<file path="config.mk">
export PLATFORM = sky130hd
export DESIGN_NAME = cpt_divider
export DESIGN_NICKNAME = d
export VERILOG_FILES = /design/src/hw/rtl/cpt_pkg.sv /design/src/hw/rtl/cpt_divider.sv
export SDC_FILE = /design/constraint.sdc
export NUM_CORES = 1
export LEC_CHECK = 0
export BUFFER_PORTS_ARGS = -buffer_cell sky130_fd_sc_hd__buf_2
export CORE_MARGIN = 2
export CORE_UTILIZATION = 55
export CTS_CLUSTER_SIZE = 20
export DETAILED_ROUTE_END_ITERATION = 10
export MAX_ROUTING_LAYER = met4
export PLACE_DENSITY = 0.83
export SYNTH_ARGS = -nofsm -noshare
export SYNTH_HDL_FRONTEND = slang
export SYNTH_SLANG_ARGS = --single-unit
</file>
<file path="constraint.sdc">
create_clock -name clk -period 10.3 [get_ports clk]
set_input_delay 1.03 -clock clk [delete_from_list [all_inputs] [get_ports clk]]
set_output_delay 1.03 -clock clk [all_outputs]
set_load 0.1 [all_outputs]
</file>
<file path="src/hw/rtl/cpt_pkg.sv">
// shared types, widths and constants for the charged particle tracker
// no dependencies; imported by the divider, the multiplier, the core and the bench

package cpt_pkg;

  // port payload widths
  localparam int IN_DATA_W  = 152;
  localparam int IN_USER_W  = 1;
  localparam int OUT_DATA_W = 104;
  localparam int OUT_USER_W = 2;
  localparam int CFG_IDX_W  = 3;
  localparam int CFG_DATA_W = 40;

  // datapath widths
  localparam int POS_W     = 40;
  localparam int WEIGHT_W  = 24;
  localparam int COUNT_W   = 25;
  localparam int STEPS_W   = 24;
  localparam int GAIN_W    = 32;
  localparam int ROT_W     = 34;
  localparam int WIDE_W    = 48;

  // shared divider: restoring, one quotient bit per cycle
  localparam int DIV_NUM_W = 64;
  localparam int DIV_DEN_W = 36;

  // shared multiplier: b operand taken in two chunks
  localparam int MUL_A_W     = 36;
  localparam int MUL_B_W     = 48;
  localparam int MUL_SPLIT   = 24;
  localparam int MUL_P_W     = MUL_A_W + MUL_B_W;

  // detector regions, position units of 2^-32 m
  localparam logic signed [POS_W-1:0] LOST_X   = -40'sd42949672;
  localparam logic signed [POS_W-1:0] LOST_Y   = -40'sd472446402;
  localparam logic signed [POS_W-1:0] HIT_X_LO = 40'sd652835029;
  localparam logic signed [POS_W-1:0] HIT_X_HI = 40'sd2241972928;
  localparam logic signed [POS_W-1:0] HIT_Y_LO = 40'sd429496730;
  localparam logic signed [POS_W-1:0] FAR_X    = 40'sd2671469659;

  typedef enum logic [1:0] {
    OUTC_HIT     = 2'd0,
    OUTC_FAR     = 2'd1,
    OUTC_LOST    = 2'd2,
    OUTC_TIMEOUT = 2'd3
  } outcome_t;

  typedef enum logic [CFG_IDX_W-1:0] {
    CFG_COLS      = 3'd0,
    CFG_ROWS      = 3'd1,
    CFG_CELL_W    = 3'd2,
    CFG_CELL_H    = 3'd3,
    CFG_ORG_X     = 3'd4,
    CFG_ORG_Y     = 3'd5,
    CFG_MAX_STEPS = 3'd6
  } cfg_reg_t;

  typedef struct packed {
    logic                 start;
    logic [DIV_NUM_W-1:0] dividend;
    logic [DIV_DEN_W-1:0] divisor;
  } div_req_t;

  typedef struct packed {
    logic                 done;
    logic [DIV_NUM_W-1:0] quot;
    logic [DIV_DEN_W-1:0] rem;
  } div_rsp_t;

  typedef struct packed {
    logic                      start;
    logic signed [MUL_A_W-1:0] a;
    logic signed [MUL_B_W-1:0] b;
  } mul_req_t;

  typedef struct packed {
    logic                      done;
    logic signed [MUL_P_W-1:0] acc;
  } mul_rsp_t;

  function automatic logic signed [POS_W-1:0] sat_pos(input logic signed [WIDE_W-1:0] v);
    logic signed [WIDE_W-1:0] hi_lim;
    logic signed [WIDE_W-1:0] lo_lim;
    hi_lim = WIDE_W'({1'b0, {(POS_W-1){1'b1}}});
    lo_lim = -hi_lim - WIDE_W'(1);
    if (v > hi_lim) begin
      return {1'b0, {(POS_W-1){1'b1}}};
    end else if (v < lo_lim) begin
      return {1'b1, {(POS_W-1){1'b0}}};
    end else begin
      return v[POS_W-1:0];
    end
  endfunction

endpackage

</file>
<file path="src/hw/rtl/cpt_divider.sv">
// shared restoring divider, one quotient bit per clock
// depends on cpt_pkg for widths and request/response structs

module cpt_divider (
  input  logic              clk,
  input  logic              rst_n,
  input  cpt_pkg::div_req_t req,
  output cpt_pkg::div_rsp_t rsp
);
  import cpt_pkg::*;

  localparam int CNT_W = $clog2(DIV_NUM_W);

  logic                 busy_r;
  logic                 done_r;
  logic [CNT_W-1:0]     cnt_r;
  logic [DIV_NUM_W-1:0] dq_r;
  logic [DIV_DEN_W-1:0] rem_r;
  logic [DIV_DEN_W-1:0] dvs_r;

  logic [DIV_DEN_W+1:0] trial;
  logic                 q_bit;
  logic [DIV_DEN_W-1:0] rem_nxt;

  always_comb begin
    trial   = {1'b0, rem_r, dq_r[DIV_NUM_W-1]} - {2'b0, dvs_r};
    q_bit   = !trial[DIV_DEN_W+1];
    rem_nxt = q_bit ? trial[DIV_DEN_W-1:0] : {rem_r[DIV_DEN_W-2:0], dq_r[DIV_NUM_W-1]};
  end

  always_ff @(posedge clk) begin
    if (!rst_n) begin
      busy_r <= 1'b0;
      done_r <= 1'b0;
      cnt_r  <= '0;
    end else begin
      done_r <= 1'b0;
      if (req.start) begin
        busy_r <= 1'b1;
        cnt_r  <= '0;
        dq_r   <= req.dividend;
        rem_r  <= '0;
        dvs_r  <= req.divisor;
      end else if (busy_r) begin
        dq_r  <= {dq_r[DIV_NUM_W-2:0], q_bit};
        rem_r <= rem_nxt;
        cnt_r <= cnt_r + CNT_W'(1);
        if (cnt_r == CNT_W'(DIV_NUM_W - 1)) begin
          busy_r <= 1'b0;
          done_r <= 1'b1;
        end
      end
    end
  end

  assign rsp.done = done_r;
  assign rsp.quot = dq_r;
  assign rsp.rem  = rem_r;

endmodule

</file>
# Yosys cells after proc, flatten, opt, wreduce, memory -nomap -nowiden
# Cells that the tools add are included.
[word_totals] regBits=144 inputBits=103 word_cells=25
[op_classes] addsub=2 n_eq_ne=1 n_mux=8 bitwise=2 n_reduce_logical=6
[ops] operator="two-way mux 64 bit" n=2
[ops] operator="two-way mux 36 bit" n=2
[ops] operator="subtractor 37 x 36 -> 38 bit" n=1
[ops] operator="adder 6 x 1 -> 6 bit (second input constant)" n=1
[ops] operator="== test 6 bit (second input constant)" n=1
[ops] operator="two-way mux 1 bit" n=4
[ops] operator="AND reduction 2 bit" n=2
[ops] operator="OR reduction 3 bit" n=1
[ops] operator="inverter 1 bit" n=2
[ops] operator="nonzero test 2 bit" n=1
[ops] operator="OR reduction 2 bit" n=1
[ops] operator="logical NOT 1 bit" n=1

# Depth between registers and ports, before layout
[depth] depth_word=4 depth_mapped=13 mapped_depth_nobuf=11

# Worst setup path before layout
# No wires, ideal clock.
[synth_timing] path_type="in2reg" startpoint="input port req[100] in the netlist's numbering" endpoint="register dq_r[0] (enable)" setup_time_ns=0.453 arrival_ns=3.720 slack_ns=6.127 stages=4 n_path_buf=2 cell_sequence="clkbuf_1 > clkbuf_1 > o21ai_0 > inv_1"
[synth_between] elab_chain_cells=2
[synth_lines] element="from (decl)" line_no="cpt_divider.sv:7" rtl="input cpt_pkg::div_req_t req,"
[synth_lines] element="nonzero test 2 bit (no source line)"
[synth_lines] element="AND reduction 2 bit (no source line)"
[synth_lines] element="to (signal assigned)" line_no="cpt_divider.sv:41" rtl="dq_r <= req.dividend;"
[synth_lines] element="to (signal assigned)" line_no="cpt_divider.sv:45" rtl="dq_r <= {dq_r[DIV_NUM_W-2:0], q_bit};"
[synth_lines] element="to (decl)" line_no="cpt_divider.sv:17" rtl="logic [DIV_NUM_W-1:0] dq_r;"
# Every way passes these cells.
# A chain may end at the register's enable or synchronous reset.

# Final worst setup path
[layout_timing] startpoint="register rem_r[5]" endpoint="register rem_r[31] (data pin)"
[layout_between] elab_chain_cells=3
[layout_lines] element="from (decl)" line_no="cpt_divider.sv:18" rtl="logic [DIV_DEN_W-1:0] rem_r;"
[layout_lines] element="from (signal assigned)" line_no="cpt_divider.sv:46" rtl="rem_r <= rem_nxt;"
[layout_lines] element="subtractor 37 x 36 -> 38 bit" line_no="cpt_divider.sv:26" rtl="trial = {1'b0, rem_r, dq_r[DIV_NUM_W-1]} - {2'b0, dvs_r};"
[layout_lines] element="two-way mux 36 bit" line_no="cpt_divider.sv:28" rtl="rem_nxt = q_bit ? trial[DIV_DEN_W-1:0] : {rem_r[DIV_DEN_W-2:0], dq_r[DIV_NUM_W-1]};"
[layout_lines] element="two-way mux 36 bit" line_no="cpt_divider.sv:44" rtl="end else if (busy_r) begin"
# Every way passes these cells. The select of a mux whose other input is x is not followed.

==> metrics.md <==
| Metric | Value |
|---|---|
| Final Max Tran Viols | `0` |
| Post-Synthesis Mean Instance Area | `11.8 um2` |
| Hold Crit Class | `flop to flop` |
| Most used cell, CP | `a211oi_2` |
| F_max | `between 0.2 and 0.3 GHz` |
| CTS Buf Count | `17` |
| Hpwl dp | `13,500 um` |
| Switching part of the total | `a little under two fifths` |
| CTS Root Cell | `clkbuf_16` |
| Sw Pwr | `704 uW` |
| EDFF count, synth | `136` |
| Crit path arrival time | `3780 ps` |
| Crit end category | `flop` |
| WHS Endpoint | `cnt_r[5]` |
| CTS tree | `yes` |
| Post-synth top area cell | `edfxtp_1` |
| Setup tns final | `0 ps` |
| Count leader, synth | `edfxtp_1` |
| Hold Vio Cnt, Final | `0` |
| FF-to-FF Start | `rem_r[5]` |
| Register area share after synthesis | `between 50% and 60%` |
| Iter 0 DRT Violations | `346` |
| Startpoint class of the critical path | `flop` |
| Global-route wire length before repair | `29,300 um` |
| Clock power frac | `30.9%` |
| CP max stage delay | `slightly above 800 ps` |
| Area growth, synth to finish | `21.9%` |
| Crit Path Class | `flop to flop` |
| Filler Cell Count | `1,057` |
| Power per cell area | `199 mW/mm2` |
| Hold_buf cts | `0` |
| Cell Count, Final, Fillers Out | `around 1,100` |
| Post CTS Setup Buffer Count | `0` |
| Wire length on met2 | `~9300 um` |
| Measured slew at the worst slew-check pin | `904 ps` |
| Setup slack at placement | `6730 ps` |
| Core area | `0.0139 mm2` |
| Vias per inst | `5.61` |
| Critical path fanouts, max | `26` |
| Main flop type after synthesis | `edfxtp_1` |
| Min Tclk post-route | `3630 ps` |
| Static Leak | `just over 0.004 uW` |
| Crit path required time | `10,450 ps` |
| Share of power burned in registers | `38.2%` |
| CTS resizes | `0` |
| Slew HR | `39.7%` |
| Final setup vio count | `0` |
| Layout Skew | `10.9 ps` |
| Clock Tree Buf Depth | `2` |
| Final WS setup | `6670 ps` |
| Die ar. | `0.0152 mm2` |
| Status | `completed` |
| Synthesized cell area | `around 0.0078 mm2` |
| Final Net Count | `1,003` |
| Vias post-DR | `a little under 6,000` |
| R2R depth | `10` |
| Peak supply drop | `0.145 mV` |
| Clock sink count | `144` |
| Register bit total from synthesis | `roughly 140` |
| Initial antenna violation count | `2` |
| RSZ-0062 raised after global routing | `false` |
| FFs w/ async S/R, synth | `0%` |
| Hold path cells | `2` |
| Met1 WL | `between 7000 and 8000 um` |
| Number of global-route vias before repair | `6,064` |
| Post-synth cell types | `63` |
| Comb pwr share | `30.9%` |
| RR Endpoint | `rem_r[31]` |
| Fraction of layout cells with a size suffix above 1 | `36.9%` |
| Antenna Violating Nets Remaining | `0` |
| Internal power | `1200 uW` |
| Top cell type's share of synthesized area | `a little over half` |
| Hold path start | `cnt_r[5]` |
| Crit-path cells | `ha_1 -> a211o_1 -> a21oi_2 -> a211oi_2 -> o2111ai_4 -> a211oi_2 -> or4_1 -> buf_4 -> nand4b_1 -> nand4_1` |
| Initial Utilization | `between 50% and 60%` |
| Top-Level Pins | `204` |
| Clock Latency Late Sink | `~420 ps` |
| Ranking of synthesized cells by area | `edfxtp_1 52%, mux2_2 9.1%, ha_1 5.9%` |
| YS warnings | `0` |
| Max_cap viols | `0` |
| TritonRoute pass-1 iters | `5` |
| Final GP Congestion | `0.916` |
| Met3 WL | `1300 um` |
| Port bufs | `203` |
| Post-route DRC | `0` |
| Row count | `43` |
| Clock-pin transition on the worst setup and hold timing paths | `roughly 60 ps` |
| Fin crit share | `35.2%` |
| GRT Util Overall | `26.1%` |
| Die Y | `123 um` |
| Syn Inst Count | `about 660` |
| CP max-delay cell | `or4_1` |
| Top sig layer | `met4` |
| R2R Setup Slk | `6670 ps` |
| Htree depth | `4` |
| Post-synth net total | `802` |
| Placed insts | `1,023` |
| Grt ovf | `0` |
| Die width | `123 um` |
| Commonest cells in the netlist | `136 x edfxtp_1, 72 x nand2_1, 63 x mux2_2, 58 x a21oi_1, 43 x inv_1` |
| Largest net degree at the start of global routing | `68` |
| DR WL/cell | `17.6 um` |
| Drt total wl | `18,700 um` |
state kept, by name, summed over array words and instances, names as in the netlist:
| name | count |
|---|---|
| dq_r | 64 |
| busy_r | 1 |
| cnt_r | 6 |
| done_r | 1 |
| dvs_r | 36 |
| rem_r | 36 |
metrics by stage:
step	total power, uW	cell area [um2]	utilization (%)	hold slack [ps]
after floorplan	1220	7820	-	454
after CTS	1910	9530	68.7	495
after global placement	1310	8970	64.6	476
final	1900	9540	68.7	497
after global routing	1980	9540	68.7	541
after detailed placement	1320	8970	64.6	481
final cells by class:
cell class,count,area [um2],share of cell area (%)
Inverter,44,166,1.74
Antenna cell,2,5.00,0.0525
Tap cell,180,225,2.36
Clock inverter,14,133,1.39
Clock buffer,18,429,4.50
Timing Repair Buffer,208,1060,11.1
Sequential cell,144,4240,44.5
Multi-Input combinational cell,447,3280,34.4
cell usage in the layout (no fill, tap or decap), drive strengths merged, types with 5 or more instances in the layout:
cell and n:
buf 208, edfxtp 136, nand2 72, mux2 64, a21oi 59, inv 47, ha 37, nor2 35
o21ai 22, clkbuf 18, xnor2 17, a211oi 15, a21o 13, xor2 13, nand4 10, nand3 10
clkinv 10, dfxtp 8, a31oi 6, o211ai 5, nor3 5
routing by layer:
metal	global-route usage, %	up-vias
met4	8.10	0
met5	-	-
met1	31.0	2814
li1	-	2871
met2	42.9	211
met3	7.70	32
cells by family after synthesis:
| kind of cell | after synthesis | synth area share [%] |
|---|---|---|
| and+or+nand+nor | 163 | 9.93 |
| AOI/OAI and AO/OA | 150 | 12.9 |
| DFF | 144 | 54.2 |
| buffers and inverters | 70 | 3.84 |
| muxes | 66 | 9.52 |
| adders and majority gates | 38 | 6.17 |
| xor gates and xnor gates | 30 | 3.36 |
critical path, delay by kind of cell (launching register included):
family,cells,cell delay [ps]
and+or+nand+nor,3,1100
AOI/OAI and AO/OA,5,1040
DFF,1,420
adders and majority gates,1,400
buffers and inverters,1,380
power groups by stage:
stage          combinational (uW)  clock (uW)  sequential [uW]
6_report                      588         587              726
5_1_grt                       630         618              731
4_1_cts                       588         593              726
3_5_place_dp                  584           0              737
3_3_place_gp                  576           0              736
2_1_floorplan                 258           0              957
how the worst max path moves through the flow:
stage / endpoint / cells after the start / startpoint
floorplan: dq_r[0] / 4 / req[100]
global placement: dq_r[0] / 9 / rem_r[5]
global route: rem_r[24] / 10 / rem_r[0]
finish: rem_r[31] / 10 / rem_r[5]
detailed placement: dq_r[0] / 9 / rem_r[5]
CTS: rem_r[31] / 10 / rem_r[5]
(Power assumes the default switching activity.)
